File: config.mk
export PLATFORM = sky130hd
export DESIGN_NAME = pid_trapezoid_temperature_regulator_top_flat
export DESIGN_NICKNAME = d
export VERILOG_FILES = /design/src/hdl/pidt_pkg.sv /design/src/hdl/pidt_in_if.sv /design/src/hdl/pidt_out_if.sv /design/src/hdl/pidt_cfg_if.sv /design/src/hdl/pid_trapezoid_temperature_regulator_top.sv /design/src/hdl/pidt_div.sv /design/src/hdl/pidt_datapath.sv /design/src/hdl/pidt_ctrl.sv /design/src/flat_wrapper.sv
export SDC_FILE = /design/constraint.sdc
export NUM_CORES = 2
export LEC_CHECK = 0
export BUFFER_PORTS_ARGS = -buffer_cell sky130_fd_sc_hd__buf_2
export CAP_MARGIN = 40
export CORE_MARGIN = 4
export CORE_UTILIZATION = 30
export DETAILED_ROUTE_END_ITERATION = 7
export GPL_TIMING_DRIVEN = 0
export PLACE_DENSITY_LB_ADDON = 0.12
export SKIP_LAST_GASP = 1
export SLEW_MARGIN = 20
export SYNTH_ARGS = -nofsm -noshare
export SYNTH_HDL_FRONTEND = slang
export SYNTH_SLANG_ARGS = --single-unit
File: constraint.sdc
create_clock -name clk -period 10.5 [get_ports clk]
set_clock_uncertainty 0.05 [all_clocks]
set_input_delay 0 -clock clk [delete_from_list [all_inputs] [get_ports clk]]
set_output_delay 0 -clock clk [all_outputs]
set_load 0.005 [all_outputs]
File: src/hdl/pidt_pkg.sv
// Shared constants, codes and control types of the PID temperature regulator.
package pidt_pkg;

  localparam int DATA_W      = 32;
  localparam int INT_W       = 48;
  localparam int CFG_IDX_W   = 2;
  localparam int MUL_A_W     = 33;
  localparam int MUL_B_W     = 48;
  localparam int MUL_CHUNK_W = MUL_B_W / 2;
  localparam int PP_W        = MUL_A_W + MUL_CHUNK_W;
  localparam int ACC_W       = MUL_A_W + MUL_B_W;
  localparam int DRV_W       = 65;
  localparam int DVD_W       = 49;
  localparam int QUO_W       = 33;
  localparam int DIV_STEPS   = QUO_W;

  localparam logic [CFG_IDX_W-1:0] REG_TARGET = 2'd0;
  localparam logic [CFG_IDX_W-1:0] REG_KP     = 2'd1;
  localparam logic [CFG_IDX_W-1:0] REG_KI     = 2'd2;
  localparam logic [CFG_IDX_W-1:0] REG_KD     = 2'd3;

  localparam logic [DATA_W-1:0] S32_MAX = 32'h7fff_ffff;
  localparam logic [DATA_W-1:0] S32_MIN = 32'h8000_0000;
  localparam logic [INT_W-1:0]  S48_MAX = 48'h7fff_ffff_ffff;
  localparam logic [INT_W-1:0]  S48_MIN = 48'h8000_0000_0000;

  typedef enum logic [1:0] {
    OP_INC = 2'd0,
    OP_KP  = 2'd1,
    OP_KI  = 2'd2,
    OP_KD  = 2'd3
  } mul_op_t;

  typedef struct packed {
    logic                 en;
    logic [CFG_IDX_W-1:0] index;
    logic [DATA_W-1:0]    data;
  } cfg_wr_t;

  typedef struct packed {
    logic    load;
    logic    prep;
    logic    div_start;
    mul_op_t mul_op;
    logic    mul_ld;
    logic    mul_lo;
    logic    mul_hi;
    logic    mul_acc;
    logic    mul_use;
    logic    deriv;
    logic    fin;
  } cmd_t;

  typedef struct packed {
    logic div_busy;
  } sts_t;

endpackage

File: src/hdl/pidt_in_if.sv
// Input channel carrying one measurement item.
interface pidt_in_if;
  logic                                valid;
  logic                                ready;
  logic signed [pidt_pkg::DATA_W-1:0]  measured_temp;
  logic signed [pidt_pkg::DATA_W-1:0]  wall_temp;
  logic        [pidt_pkg::DATA_W-1:0]  step_dt;
  logic                                new_step;

  modport source (output valid, measured_temp, wall_temp, step_dt, new_step, input ready);
  modport sink   (input valid, measured_temp, wall_temp, step_dt, new_step, output ready);
endinterface

File: src/hdl/pidt_out_if.sv
// Result channel carrying the new wall temperature, the drive and the saturation flag.
interface pidt_out_if;
  logic                                valid;
  logic                                ready;
  logic signed [pidt_pkg::DATA_W-1:0]  new_wall_temp;
  logic signed [pidt_pkg::DATA_W-1:0]  drive;
  logic                                saturated;

  modport source (output valid, new_wall_temp, drive, saturated, input ready);
  modport sink   (input valid, new_wall_temp, drive, saturated, output ready);
endinterface

File: src/hdl/pidt_cfg_if.sv
// Configuration write channel carrying a register index and write data.
interface pidt_cfg_if;
  logic                               valid;
  logic                               ready;
  logic [pidt_pkg::CFG_IDX_W-1:0]     index;
  logic [pidt_pkg::DATA_W-1:0]        data;

  modport source (output valid, index, data, input ready);
  modport sink   (input valid, index, data, output ready);
endinterface

File: src/hdl/pid_trapezoid_temperature_regulator_top.sv
// Top level of the PID temperature regulator with trapezoidal error integral.
//
// Each transfer on the input channel yields exactly one transfer on the result
// channel. The block takes no new item until it is through with the current
// one; a result held back on the output stalls the block only at the final
// step. The time per item is set by the 33-step restoring divider for the
// derivative, which runs alongside the shared 33x24 multiplier that forms the
// integral increment and the proportional and integral terms; the derivative
// term uses the multiplier once the quotient is ready. Values are Q16.16, signed
// but for the unsigned time step; the error integral is kept as Q32.16, and
// every clamp, as well as a zero time step, raises the saturated flag.
// Configuration registers are written through their own channel, which is always
// ready; a write takes effect for the next input transfer only if the user makes
// it while no item is in progress; the block itself does not enforce this.
module pid_trapezoid_temperature_regulator_top (
  input  logic        clk,
  input  logic        rst_n,
  pidt_in_if.sink     in_chan,
  pidt_out_if.source  out_chan,
  pidt_cfg_if.sink    cfg_chan
);

  pidt_pkg::cfg_wr_t  cfg_wr;
  pidt_pkg::cmd_t     cmd;
  pidt_pkg::sts_t     sts;

  assign cfg_chan.ready = 1'b1;
  assign cfg_wr.en      = cfg_chan.valid;
  assign cfg_wr.index   = cfg_chan.index;
  assign cfg_wr.data    = cfg_chan.data;

  pidt_ctrl u_ctrl (
    .clk       (clk),
    .rst_n     (rst_n),
    .in_valid  (in_chan.valid),
    .in_ready  (in_chan.ready),
    .out_valid (out_chan.valid),
    .out_ready (out_chan.ready),
    .sts       (sts),
    .cmd       (cmd)
  );

  pidt_datapath u_datapath (
    .clk               (clk),
    .rst_n             (rst_n),
    .cfg_wr            (cfg_wr),
    .cmd               (cmd),
    .sts               (sts),
    .in_measured_temp  (in_chan.measured_temp),
    .in_wall_temp      (in_chan.wall_temp),
    .in_step_dt        (in_chan.step_dt),
    .in_new_step       (in_chan.new_step),
    .out_new_wall_temp (out_chan.new_wall_temp),
    .out_drive         (out_chan.drive),
    .out_saturated     (out_chan.saturated)
  );

  a_fin_no_overwrite: assert property (@(posedge clk) disable iff (!rst_n)
    cmd.fin |-> (!out_chan.valid || out_chan.ready))
    else $error("Result register loaded while an earlier result was still pending.");

  a_div_start_idle: assert property (@(posedge clk) disable iff (!rst_n)
    cmd.div_start |-> !sts.div_busy)
    else $error("Divider started while still busy.");

  a_kd_after_div: assert property (@(posedge clk) disable iff (!rst_n)
    (cmd.mul_ld && cmd.mul_op == pidt_pkg::OP_KD) |-> !sts.div_busy)
    else $error("Derivative term loaded before the quotient was ready.");

  a_accept_not_fin: assert property (@(posedge clk) disable iff (!rst_n)
    (in_chan.valid && in_chan.ready) |=> !cmd.fin)
    else $error("Result produced in the cycle right after an input transfer.");

endmodule

File: src/hdl/pidt_div.sv
// Restoring divider that produces one quotient bit per cycle for the derivative.
module pidt_div (
  input  logic                          clk,
  input  logic                          rst_n,
  input  logic                          start,
  input  logic [pidt_pkg::DVD_W-1:0]    dividend,
  input  logic [pidt_pkg::DATA_W-1:0]   divisor,
  output logic                          busy,
  output logic [pidt_pkg::QUO_W-1:0]    quotient,
  output logic                          ovf
);

  localparam int CNT_W = $clog2(pidt_pkg::DIV_STEPS + 1);
  localparam int HI_W  = pidt_pkg::DVD_W - pidt_pkg::QUO_W;

  logic                          busy_r, busy_nxt;
  logic [CNT_W-1:0]              cnt_r, cnt_nxt;
  logic [pidt_pkg::DATA_W-1:0]   rem_r, rem_nxt;
  logic [pidt_pkg::QUO_W-1:0]    quo_r, quo_nxt;
  logic [pidt_pkg::DATA_W-1:0]   dvs_r, dvs_nxt;
  logic                          ovf_r, ovf_nxt;
  logic [pidt_pkg::DATA_W:0]     shifted;
  logic                          ge;

  assign shifted = {rem_r, quo_r[pidt_pkg::QUO_W-1]};
  assign ge      = shifted >= {1'b0, dvs_r};

  always_comb begin
    busy_nxt = busy_r;
    cnt_nxt  = cnt_r;
    rem_nxt  = rem_r;
    quo_nxt  = quo_r;
    dvs_nxt  = dvs_r;
    ovf_nxt  = ovf_r;
    if (start) begin
      busy_nxt = 1'b1;
      cnt_nxt  = CNT_W'(pidt_pkg::DIV_STEPS);
      dvs_nxt  = divisor;
      ovf_nxt  = {{(pidt_pkg::DATA_W-HI_W){1'b0}}, dividend[pidt_pkg::DVD_W-1 -: HI_W]}
                 >= divisor;
      rem_nxt  = {{(pidt_pkg::DATA_W-HI_W){1'b0}}, dividend[pidt_pkg::DVD_W-1 -: HI_W]};
      quo_nxt  = dividend[pidt_pkg::QUO_W-1:0];
    end else if (busy_r) begin
      rem_nxt  = ge ? pidt_pkg::DATA_W'(shifted - {1'b0, dvs_r})
                    : shifted[pidt_pkg::DATA_W-1:0];
      quo_nxt  = {quo_r[pidt_pkg::QUO_W-2:0], ge};
      cnt_nxt  = cnt_r - CNT_W'(1);
      busy_nxt = cnt_r != CNT_W'(1);
    end
  end

  always_ff @(posedge clk) begin
    if (!rst_n) begin
      busy_r <= 1'b0;
      cnt_r  <= '0;
    end else begin
      busy_r <= busy_nxt;
      cnt_r  <= cnt_nxt;
    end
  end

  always_ff @(posedge clk) begin
    rem_r <= rem_nxt;
    quo_r <= quo_nxt;
    dvs_r <= dvs_nxt;
    ovf_r <= ovf_nxt;
  end

  assign busy     = busy_r;
  assign quotient = quo_r;
  assign ovf      = ovf_r;

endmodule

File: src/hdl/pidt_datapath.sv
// Datapath: configuration registers, controller state, shared multiplier and divider.
module pidt_datapath (
  input  logic                                clk,
  input  logic                                rst_n,
  input  pidt_pkg::cfg_wr_t                   cfg_wr,
  input  pidt_pkg::cmd_t                      cmd,
  output pidt_pkg::sts_t                      sts,
  input  logic signed [pidt_pkg::DATA_W-1:0]  in_measured_temp,
  input  logic signed [pidt_pkg::DATA_W-1:0]  in_wall_temp,
  input  logic        [pidt_pkg::DATA_W-1:0]  in_step_dt,
  input  logic                                in_new_step,
  output logic signed [pidt_pkg::DATA_W-1:0]  out_new_wall_temp,
  output logic signed [pidt_pkg::DATA_W-1:0]  out_drive,
  output logic                                out_saturated
);

  localparam int DW  = pidt_pkg::DATA_W;
  localparam int IW  = pidt_pkg::INT_W;
  localparam int AW  = pidt_pkg::MUL_A_W;
  localparam int BW  = pidt_pkg::MUL_B_W;
  localparam int CW  = pidt_pkg::MUL_CHUNK_W;
  localparam int PW  = pidt_pkg::PP_W;
  localparam int XW  = pidt_pkg::ACC_W;
  localparam int RW  = pidt_pkg::DRV_W;
  localparam int TW  = RW - 2;

  function automatic logic [DW-1:0] abs32(input logic [DW-1:0] v);
    return v[DW-1] ? DW'(-v) : v;
  endfunction

  function automatic logic [IW-1:0] abs48(input logic [IW-1:0] v);
    return v[IW-1] ? IW'(-v) : v;
  endfunction

  logic [DW-1:0]  target_r, kp_r, ki_r, kd_r;
  logic [DW-1:0]  cur_err_r, cur_err_nxt;
  logic [DW-1:0]  prev_err_r, prev_err_nxt;
  logic [IW-1:0]  integral_r, integral_nxt;
  logic           flag_r, flag_nxt;

  logic [DW-1:0]  wall_r, dt_r;
  logic [AW-1:0]  sum_mag_r, diff_mag_r;
  logic           sum_neg_r, diff_neg_r;
  logic [AW-1:0]  mul_a_r, mul_a_nxt;
  logic [BW-1:0]  mul_b_r, mul_b_nxt;
  logic           mul_neg_r, mul_neg_nxt;
  logic [PW-1:0]  pp_r;
  logic [XW-1:0]  acc_r, acc_nxt;
  logic [RW-1:0]  drive_acc_r, drive_acc_nxt;
  logic [DW-1:0]  deriv_r, deriv_nxt;
  logic [DW-1:0]  out_wall_r, out_drive_r;
  logic           out_sat_r;

  logic [DW:0]    err_wide;
  logic           err_ovf;
  logic [DW-1:0]  err_sat;
  logic [AW-1:0]  sum_wide, diff_wide;
  logic [CW-1:0]  mul_chunk;
  logic [PW-1:0]  pp_prod;
  logic [XW-1:0]  rnd;
  logic [IW-1:0]  inc_mag;
  logic [IW+1:0]  inc_wide, int_wide;
  logic           int_ovf;
  logic [TW-1:0]  term_mag;
  logic [RW-1:0]  term_wide;
  logic [pidt_pkg::DVD_W-1:0] dividend;
  logic [pidt_pkg::QUO_W-1:0] div_quo;
  logic           div_ovf, div_busy;
  logic           big_pos, big_neg;
  logic           drv_ovf, res_ovf;
  logic [DW-1:0]  drive32, result32;
  logic [DW:0]    res_wide;

  pidt_div u_div (
    .clk      (clk),
    .rst_n    (rst_n),
    .start    (cmd.div_start),
    .dividend (dividend),
    .divisor  (dt_r),
    .busy     (div_busy),
    .quotient (div_quo),
    .ovf      (div_ovf)
  );

  assign sts.div_busy = div_busy;

  assign dividend = {diff_mag_r, 16'd0} + pidt_pkg::DVD_W'(dt_r[DW-1:1]);

  assign err_wide = {target_r[DW-1], target_r} - {in_measured_temp[DW-1], in_measured_temp};
  assign err_ovf  = err_wide[DW] != err_wide[DW-1];
  assign err_sat  = err_ovf ? (err_wide[DW] ? pidt_pkg::S32_MIN : pidt_pkg::S32_MAX)
                            : err_wide[DW-1:0];

  assign sum_wide  = {cur_err_r[DW-1], cur_err_r} + {prev_err_r[DW-1], prev_err_r};
  assign diff_wide = {cur_err_r[DW-1], cur_err_r} - {prev_err_r[DW-1], prev_err_r};

  assign mul_chunk = cmd.mul_hi ? mul_b_r[BW-1:CW] : mul_b_r[CW-1:0];
  assign pp_prod   = PW'(mul_a_r) * PW'(mul_chunk);
  assign rnd       = (cmd.mul_op == pidt_pkg::OP_INC) ? XW'(1) << 16 : XW'(1) << 15;

  assign inc_mag  = acc_r[IW+16:17];
  assign inc_wide = sum_neg_r ? (IW+2)'(-{2'b00, inc_mag}) : {2'b00, inc_mag};
  assign int_wide = {{2{integral_r[IW-1]}}, integral_r} + inc_wide;
  assign int_ovf  = !((&int_wide[IW+1:IW-1]) || !(|int_wide[IW+1:IW-1]));

  assign term_mag  = acc_r[TW+15:16];
  assign term_wide = {2'b00, term_mag};

  assign big_pos = div_ovf || div_quo[DW] || div_quo[DW-1];
  assign big_neg = div_ovf || div_quo[DW] || (div_quo[DW-1] && (|div_quo[DW-2:0]));

  assign drv_ovf  = !((&drive_acc_r[RW-1:DW-1]) || !(|drive_acc_r[RW-1:DW-1]));
  assign drive32  = drv_ovf ? (drive_acc_r[RW-1] ? pidt_pkg::S32_MIN : pidt_pkg::S32_MAX)
                            : drive_acc_r[DW-1:0];
  assign res_wide = {wall_r[DW-1], wall_r} + {drive32[DW-1], drive32};
  assign res_ovf  = res_wide[DW] != res_wide[DW-1];
  assign result32 = res_ovf ? (res_wide[DW] ? pidt_pkg::S32_MIN : pidt_pkg::S32_MAX)
                            : res_wide[DW-1:0];

  always_comb begin
    cur_err_nxt   = cur_err_r;
    prev_err_nxt  = prev_err_r;
    integral_nxt  = integral_r;
    flag_nxt      = flag_r;
    drive_acc_nxt = drive_acc_r;
    deriv_nxt     = deriv_r;
    acc_nxt       = acc_r;
    mul_a_nxt     = mul_a_r;
    mul_b_nxt     = mul_b_r;
    mul_neg_nxt   = mul_neg_r;

    if (cmd.load) begin
      prev_err_nxt  = in_new_step ? cur_err_r : prev_err_r;
      cur_err_nxt   = err_sat;
      flag_nxt      = err_ovf;
      drive_acc_nxt = '0;
    end

    if (cmd.mul_ld) begin
      case (cmd.mul_op)
        pidt_pkg::OP_INC: begin
          mul_a_nxt   = sum_mag_r;
          mul_b_nxt   = BW'(dt_r);
          mul_neg_nxt = sum_neg_r;
        end
        pidt_pkg::OP_KP: begin
          mul_a_nxt   = AW'(abs32(kp_r));
          mul_b_nxt   = BW'(abs32(cur_err_r));
          mul_neg_nxt = kp_r[DW-1] ^ cur_err_r[DW-1];
        end
        pidt_pkg::OP_KI: begin
          mul_a_nxt   = AW'(abs32(ki_r));
          mul_b_nxt   = abs48(integral_r);
          mul_neg_nxt = ki_r[DW-1] ^ integral_r[IW-1];
        end
        default: begin
          mul_a_nxt   = AW'(abs32(kd_r));
          mul_b_nxt   = BW'(abs32(deriv_r));
          mul_neg_nxt = kd_r[DW-1] ^ deriv_r[DW-1];
        end
      endcase
    end

    if (cmd.mul_hi) begin
      acc_nxt = XW'(pp_r) + rnd;
    end else if (cmd.mul_acc) begin
      acc_nxt = acc_r + (XW'(pp_r) << CW);
    end

    if (cmd.mul_use) begin
      if (cmd.mul_op == pidt_pkg::OP_INC) begin
        if (int_ovf) begin
          integral_nxt = int_wide[IW+1] ? pidt_pkg::S48_MIN : pidt_pkg::S48_MAX;
          flag_nxt     = 1'b1;
        end else begin
          integral_nxt = int_wide[IW-1:0];
        end
      end else begin
        drive_acc_nxt = mul_neg_r ? drive_acc_r - term_wide : drive_acc_r + term_wide;
      end
    end

    if (cmd.deriv) begin
      if (dt_r == '0) begin
        deriv_nxt = '0;
        flag_nxt  = 1'b1;
      end else if (diff_neg_r) begin
        if (big_neg) begin
          deriv_nxt = pidt_pkg::S32_MIN;
          flag_nxt  = 1'b1;
        end else begin
          deriv_nxt = DW'(-div_quo[DW-1:0]);
        end
      end else if (big_pos) begin
        deriv_nxt = pidt_pkg::S32_MAX;
        flag_nxt  = 1'b1;
      end else begin
        deriv_nxt = div_quo[DW-1:0];
      end
    end
  end

  always_ff @(posedge clk) begin
    if (!rst_n) begin
      target_r   <= '0;
      kp_r       <= '0;
      ki_r       <= '0;
      kd_r       <= '0;
      cur_err_r  <= '0;
      prev_err_r <= '0;
      integral_r <= '0;
    end else begin
      if (cfg_wr.en) begin
        case (cfg_wr.index)
          pidt_pkg::REG_TARGET: target_r <= cfg_wr.data;
          pidt_pkg::REG_KP:     kp_r     <= cfg_wr.data;
          pidt_pkg::REG_KI:     ki_r     <= cfg_wr.data;
          pidt_pkg::REG_KD:     kd_r     <= cfg_wr.data;
          default: ;
        endcase
      end
      cur_err_r  <= cur_err_nxt;
      prev_err_r <= prev_err_nxt;
      integral_r <= integral_nxt;
    end
  end

  always_ff @(posedge clk) begin
    flag_r      <= flag_nxt;
    drive_acc_r <= drive_acc_nxt;
    deriv_r     <= deriv_nxt;
    acc_r       <= acc_nxt;
    mul_a_r     <= mul_a_nxt;
    mul_b_r     <= mul_b_nxt;
    mul_neg_r   <= mul_neg_nxt;
    if (cmd.load) begin
      wall_r <= in_wall_temp;
      dt_r   <= in_step_dt;
    end
    if (cmd.prep) begin
      sum_neg_r  <= sum_wide[AW-1];
      sum_mag_r  <= sum_wide[AW-1] ? AW'(-sum_wide) : sum_wide;
      diff_neg_r <= diff_wide[AW-1];
      diff_mag_r <= diff_wide[AW-1] ? AW'(-diff_wide) : diff_wide;
    end
    if (cmd.mul_lo || cmd.mul_hi) begin
      pp_r <= pp_prod;
    end
    if (cmd.fin) begin
      out_wall_r  <= result32;
      out_drive_r <= drive32;
      out_sat_r   <= flag_r || drv_ovf || res_ovf;
    end
  end

  assign out_new_wall_temp = out_wall_r;
  assign out_drive         = out_drive_r;
  assign out_saturated     = out_sat_r;

endmodule

File: src/hdl/pidt_ctrl.sv
// Controller state machine that sequences one item through the datapath.
module pidt_ctrl (
  input  logic             clk,
  input  logic             rst_n,
  input  logic             in_valid,
  output logic             in_ready,
  output logic             out_valid,
  input  logic             out_ready,
  input  pidt_pkg::sts_t   sts,
  output pidt_pkg::cmd_t   cmd
);

  typedef enum logic [9:0] {
    S_IDLE  = 10'b00_0000_0001,
    S_PREP  = 10'b00_0000_0010,
    S_MLD   = 10'b00_0000_0100,
    S_MLO   = 10'b00_0000_1000,
    S_MHI   = 10'b00_0001_0000,
    S_MACC  = 10'b00_0010_0000,
    S_MUSE  = 10'b00_0100_0000,
    S_DWAIT = 10'b00_1000_0000,
    S_DERIV = 10'b01_0000_0000,
    S_FIN   = 10'b10_0000_0000
  } state_t;

  state_t             state_r, state_nxt;
  pidt_pkg::mul_op_t  op_r, op_nxt;
  logic               out_valid_r, out_valid_nxt;

  always_comb begin
    state_nxt     = state_r;
    op_nxt        = op_r;
    out_valid_nxt = out_valid_r && !out_ready;
    cmd           = '0;
    cmd.mul_op    = op_r;
    in_ready      = 1'b0;

    case (state_r)
      S_IDLE: begin
        in_ready = 1'b1;
        if (in_valid) begin
          cmd.load  = 1'b1;
          state_nxt = S_PREP;
        end
      end
      S_PREP: begin
        cmd.prep  = 1'b1;
        op_nxt    = pidt_pkg::OP_INC;
        state_nxt = S_MLD;
      end
      S_MLD: begin
        cmd.mul_ld    = 1'b1;
        cmd.div_start = op_r == pidt_pkg::OP_INC;
        state_nxt     = S_MLO;
      end
      S_MLO: begin
        cmd.mul_lo = 1'b1;
        state_nxt  = S_MHI;
      end
      S_MHI: begin
        cmd.mul_hi = 1'b1;
        state_nxt  = S_MACC;
      end
      S_MACC: begin
        cmd.mul_acc = 1'b1;
        state_nxt   = S_MUSE;
      end
      S_MUSE: begin
        cmd.mul_use = 1'b1;
        case (op_r)
          pidt_pkg::OP_INC: begin
            op_nxt    = pidt_pkg::OP_KP;
            state_nxt = S_MLD;
          end
          pidt_pkg::OP_KP: begin
            op_nxt    = pidt_pkg::OP_KI;
            state_nxt = S_MLD;
          end
          pidt_pkg::OP_KI: begin
            state_nxt = S_DWAIT;
          end
          default: begin
            state_nxt = S_FIN;
          end
        endcase
      end
      S_DWAIT: begin
        if (!sts.div_busy) begin
          state_nxt = S_DERIV;
        end
      end
      S_DERIV: begin
        cmd.deriv = 1'b1;
        op_nxt    = pidt_pkg::OP_KD;
        state_nxt = S_MLD;
      end
      S_FIN: begin
        if (!out_valid_r || out_ready) begin
          cmd.fin       = 1'b1;
          out_valid_nxt = 1'b1;
          state_nxt     = S_IDLE;
        end
      end
      default: begin
        state_nxt = S_IDLE;
      end
    endcase
  end

  always_ff @(posedge clk) begin
    if (!rst_n) begin
      state_r     <= S_IDLE;
      op_r        <= pidt_pkg::OP_INC;
      out_valid_r <= 1'b0;
    end else begin
      state_r     <= state_nxt;
      op_r        <= op_nxt;
      out_valid_r <= out_valid_nxt;
    end
  end

  assign out_valid = out_valid_r;

endmodule

File: src/flat_wrapper.sv
// flat-port wrapper written by rule: the top's interface ports become plain ports
module pid_trapezoid_temperature_regulator_top_flat 
  (clk, rst_n, in_chan_valid, in_chan_measured_temp, in_chan_wall_temp, in_chan_step_dt, in_chan_new_step, in_chan_ready, out_chan_valid, out_chan_new_wall_temp, out_chan_drive, out_chan_saturated, out_chan_ready, cfg_chan_valid, cfg_chan_index, cfg_chan_data, cfg_chan_ready);
  pidt_in_if in_chan_i ();
  pidt_out_if out_chan_i ();
  pidt_cfg_if cfg_chan_i ();
  input  logic clk;
  input  logic rst_n;
  input wire logic [$bits(in_chan_i.valid)-1:0] in_chan_valid;
  input wire logic [$bits(in_chan_i.measured_temp)-1:0] in_chan_measured_temp;
  input wire logic [$bits(in_chan_i.wall_temp)-1:0] in_chan_wall_temp;
  input wire logic [$bits(in_chan_i.step_dt)-1:0] in_chan_step_dt;
  input wire logic [$bits(in_chan_i.new_step)-1:0] in_chan_new_step;
  output wire logic [$bits(in_chan_i.ready)-1:0] in_chan_ready;
  output wire logic [$bits(out_chan_i.valid)-1:0] out_chan_valid;
  output wire logic [$bits(out_chan_i.new_wall_temp)-1:0] out_chan_new_wall_temp;
  output wire logic [$bits(out_chan_i.drive)-1:0] out_chan_drive;
  output wire logic [$bits(out_chan_i.saturated)-1:0] out_chan_saturated;
  input wire logic [$bits(out_chan_i.ready)-1:0] out_chan_ready;
  input wire logic [$bits(cfg_chan_i.valid)-1:0] cfg_chan_valid;
  input wire logic [$bits(cfg_chan_i.index)-1:0] cfg_chan_index;
  input wire logic [$bits(cfg_chan_i.data)-1:0] cfg_chan_data;
  output wire logic [$bits(cfg_chan_i.ready)-1:0] cfg_chan_ready;
  assign in_chan_i.valid = in_chan_valid;
  assign in_chan_i.measured_temp = in_chan_measured_temp;
  assign in_chan_i.wall_temp = in_chan_wall_temp;
  assign in_chan_i.step_dt = in_chan_step_dt;
  assign in_chan_i.new_step = in_chan_new_step;
  assign in_chan_ready = in_chan_i.ready;
  assign out_chan_valid = out_chan_i.valid;
  assign out_chan_new_wall_temp = out_chan_i.new_wall_temp;
  assign out_chan_drive = out_chan_i.drive;
  assign out_chan_saturated = out_chan_i.saturated;
  assign out_chan_i.ready = out_chan_ready;
  assign cfg_chan_i.valid = cfg_chan_valid;
  assign cfg_chan_i.index = cfg_chan_index;
  assign cfg_chan_i.data = cfg_chan_data;
  assign cfg_chan_ready = cfg_chan_i.ready;
  pid_trapezoid_temperature_regulator_top u_core (.clk(clk), .rst_n(rst_n), .in_chan(in_chan_i), .out_chan(out_chan_i), .cfg_chan(cfg_chan_i));
endmodule
==> run metrics <==
post-synthesis register bit count=854; Fmax=98.48 MHz; Pwr Total=16.74 mW; Core Rows=195; PortBufs=201; Final Hold Vio Count=0; mean number of vias per cell=5.163; PwrDens=170.3 nW/µm²; Synth Net Count=11,010; Clk pin slew, worst setup/hold paths=70 ps; htree depth=3; initial antenna violation count=28; MaxCap Viol Count=0; GR Util All Layers=0.2245; crit start category=flip-flop; Critical Path AT=10,630 ps; Post-Syn Area=84,990 µm²; CP Launch Point=u_core.u_ctrl.state_r[2]; Most used DFF post-synth=edfxtp_1; largest net degree at the start of global routing=58; Avg Cell Area, Syn=8.827 µm²; RSZ-0062 raised after global routing=no; Yosys cell types=91; Die Y=540.3 µm; Syn-to-layout area delta=15.66%; number of flops mapped to enable cells by yosys=512; CP max stage cell=fa_1; asr flop ratio synth=0; Setup Crit Path Kind=flip-flop to flip-flop; Critical Path RT=10,970 ps; drt first-iter violations=5,694; outcome=finished clean; die area=291,900 µm²; Leak=41.46 nW; TritonRoute pass-1 iters=6; global route total overflow=0; commonest non-fill, non-tap cell in the layout=nand2_1; Setup TNS=0 ps; clock buffer depth=3; final wirelength=335.7 mm; root buffer cell=clkbuf_16; HP Start=cfg_chan_data[24]; Worst Tran Pin Value=949.6 ps; DRC=0; HP Class=primary input to flip-flop; RR Startpoint=u_core.u_ctrl.state_r[2]; Antenna Violating Nets Remaining=0; sequential share of the synthesized area=0.2614; Final Max Slew Viols=0; I/O pin cnt=204; wire per inst=23.79 µm; slowest cell delay on critical path=610 ps; Via Count=72,870; CTS Buf Count=107; Worst Path Max Fanout=11; Worst slew margin=0.3669; Die Wd=540.3 µm; most frequent cells in the layout=nand2_1, inv_1, fa_1, a21oi_1, xnor2_1; Clk Latency, worst-skew pair=840 ps; HPWL Detailed=274.8 mm; share of cells above drive strength 1=0.06651; vias in the first global route=73,590; clock period minus worst slack=10,150 ps; gate count of the mapped netlist=9,629; CP dominant cell by count=fa_1; core area=282,000 µm²; global-route wire length before repair=492.7 mm; initial core utilization=0.3013; Worst Setup End Kind=flip-flop; fin crit share=0.9671; CTS sink count=854; Max rail drop VDD=0.0001859 V; synth warn=0; CTS tree=done; RePlAce Congestion=0.9372; final net count=11,650; # setup viols final=0
## repair_timing
item,CTS,global route
hold buffers,244,0
setup buffers,5,3
endpoints found under the hold margin,285,0
endpoints found under the setup margin,26,5
gates resized for setup,93,44
pin swaps,4,7
cloned,1,0
## flip-flops by register name (all words and copies together) (netlist names), 33 cells and up
signal and cells:
u_core.u_datapath.mul_b_r 48, u_core.u_datapath.u_div.quotient 33, u_core.u_datapath.integral_r 48, u_core.u_datapath.pp_r 57, u_core.u_datapath.mul_a_r 33, u_core.u_datapath.drive_acc_r 65
u_core.u_datapath.sum_mag_r 33, u_core.u_datapath.acc_r 63
## critical path, delay by kind of cell (launching register included)
family / cells / cell delay, ps
XOR/XNOR: 1 / 310
flip-flops: 1 / 460
AO/OA/AOI/OAI: 11 / 2700
AND/OR/NAND/NOR: 7 / 1220
buffers and inverters: 7 / 1150
adder cells (fa/ha/maj): 8 / 3930
## synth_stat cells (50+ instances only)
| master | n | area, µm² |
|---|---|---|
| clkbuf_1 | 432 | 1622 |
| ha_1 | 555 | 6944 |
| nor3_1 | 101 | 505.5 |
| o21bai_1 | 57 | 427.9 |
| mux4_2 | 61 | 1374 |
| o31ai_1 | 97 | 728.2 |
| o21a_1 | 50 | 375.4 |
| o21ai_0 | 522 | 2613 |
| dfxtp_1 | 342 | 6847 |
| or4_1 | 59 | 442.9 |
| a21o_1 | 217 | 1629 |
| nor2b_1 | 163 | 1020 |
| a21oi_1 | 616 | 3083 |
| xor2_1 | 201 | 1760 |
| edfxtp_1 | 512 | 15370 |
| and3_1 | 60 | 375.4 |
| nor4_1 | 62 | 387.9 |
| nand2b_1 | 89 | 556.8 |
| or3_1 | 66 | 412.9 |
| nand2_1 | 1354 | 5082 |
| nor2_1 | 446 | 1674 |
| and2_1 | 334 | 2090 |
| a21boi_0 | 184 | 1381 |
| nand4_1 | 71 | 444.2 |
| nand3_1 | 124 | 620.6 |
| a31oi_1 | 94 | 588.1 |
| inv_1 | 1012 | 3799 |
| fa_1 | 690 | 13810 |
| xnor2_1 | 570 | 4992 |
## layer usage
metal	wire, µm	up-vias	GRT usage
met5	13	-	0
met4	13420	2	0.07808
met3	17070	410	0.02566
met2	155900	2064	0.3689
met1	149400	36390	0.3054
li1	-	34010	-
## final timing paths
| check | slack [ps] | end | cells past startpoint |
|---|---|---|---|
| max | 350 | u_core.u_datapath.pp_r[55] | 34 |
| min | 40 | u_core.u_datapath.ki_r[24] | 4 |
| max reg2reg | 350 | u_core.u_datapath.pp_r[55] | 34 |
| min reg2reg | 420 | u_core.u_datapath.target_r[25] | 2 |
## report_power, final
group          internal [mW]  total (mW)  leakage (nW)  switching (mW)
Combinational           3.14        8.19          32.3            5.05
Clock                   2.27        3.98          1.79            1.71
Sequential              4.16        4.57          7.38           0.412
Total                   9.57        16.7          41.5            7.17
## logic make-up after synthesis
logic type      synth area share
simple gates              0.1719
compound gates            0.1568
buf+inv                  0.06524
fa+ha+maj                 0.2451
flops                     0.2614
xor+xnor                 0.07945
mux                      0.02014
other cells           0.00004412
## cell type report
type,instances,area [µm²]
well taps,3743,4683
fillers,29620,183700
diodes,11,27.53
flip-flops and latches,854,22220
clock buffers,130,2825
repair inverters,1,7.507
plain buffers,457,1859
multi-input cells,7300,57500
inverters,1017,3822
repair buffers,527,4424
clock inverters,73,929.6
## through the flow
| stage | worst slack, ps | hold WS [ps] | util | area (µm²) | cells |
|---|---|---|---|---|---|
| 3_5_place_dp | -2077 | 128.1 | 0.3248 | 91600 | 13640 |
| 5_1_grt | 10.42 | 12.85 | 0.3485 | 98280 | 14100 |
| 6_report | 345.2 | 41.46 | 0.3485 | 98300 | 14110 |
| 2_1_floorplan | 1075 | 48.87 | - | 84990 | 9629 |
| 3_3_place_gp | -2023 | 127.0 | 0.3215 | 90680 | 13570 |
| 4_1_cts | 29.52 | 0.4078 | 0.3478 | 98090 | 14090 |
No activity file was read; power rests on OpenSTA's default activity.
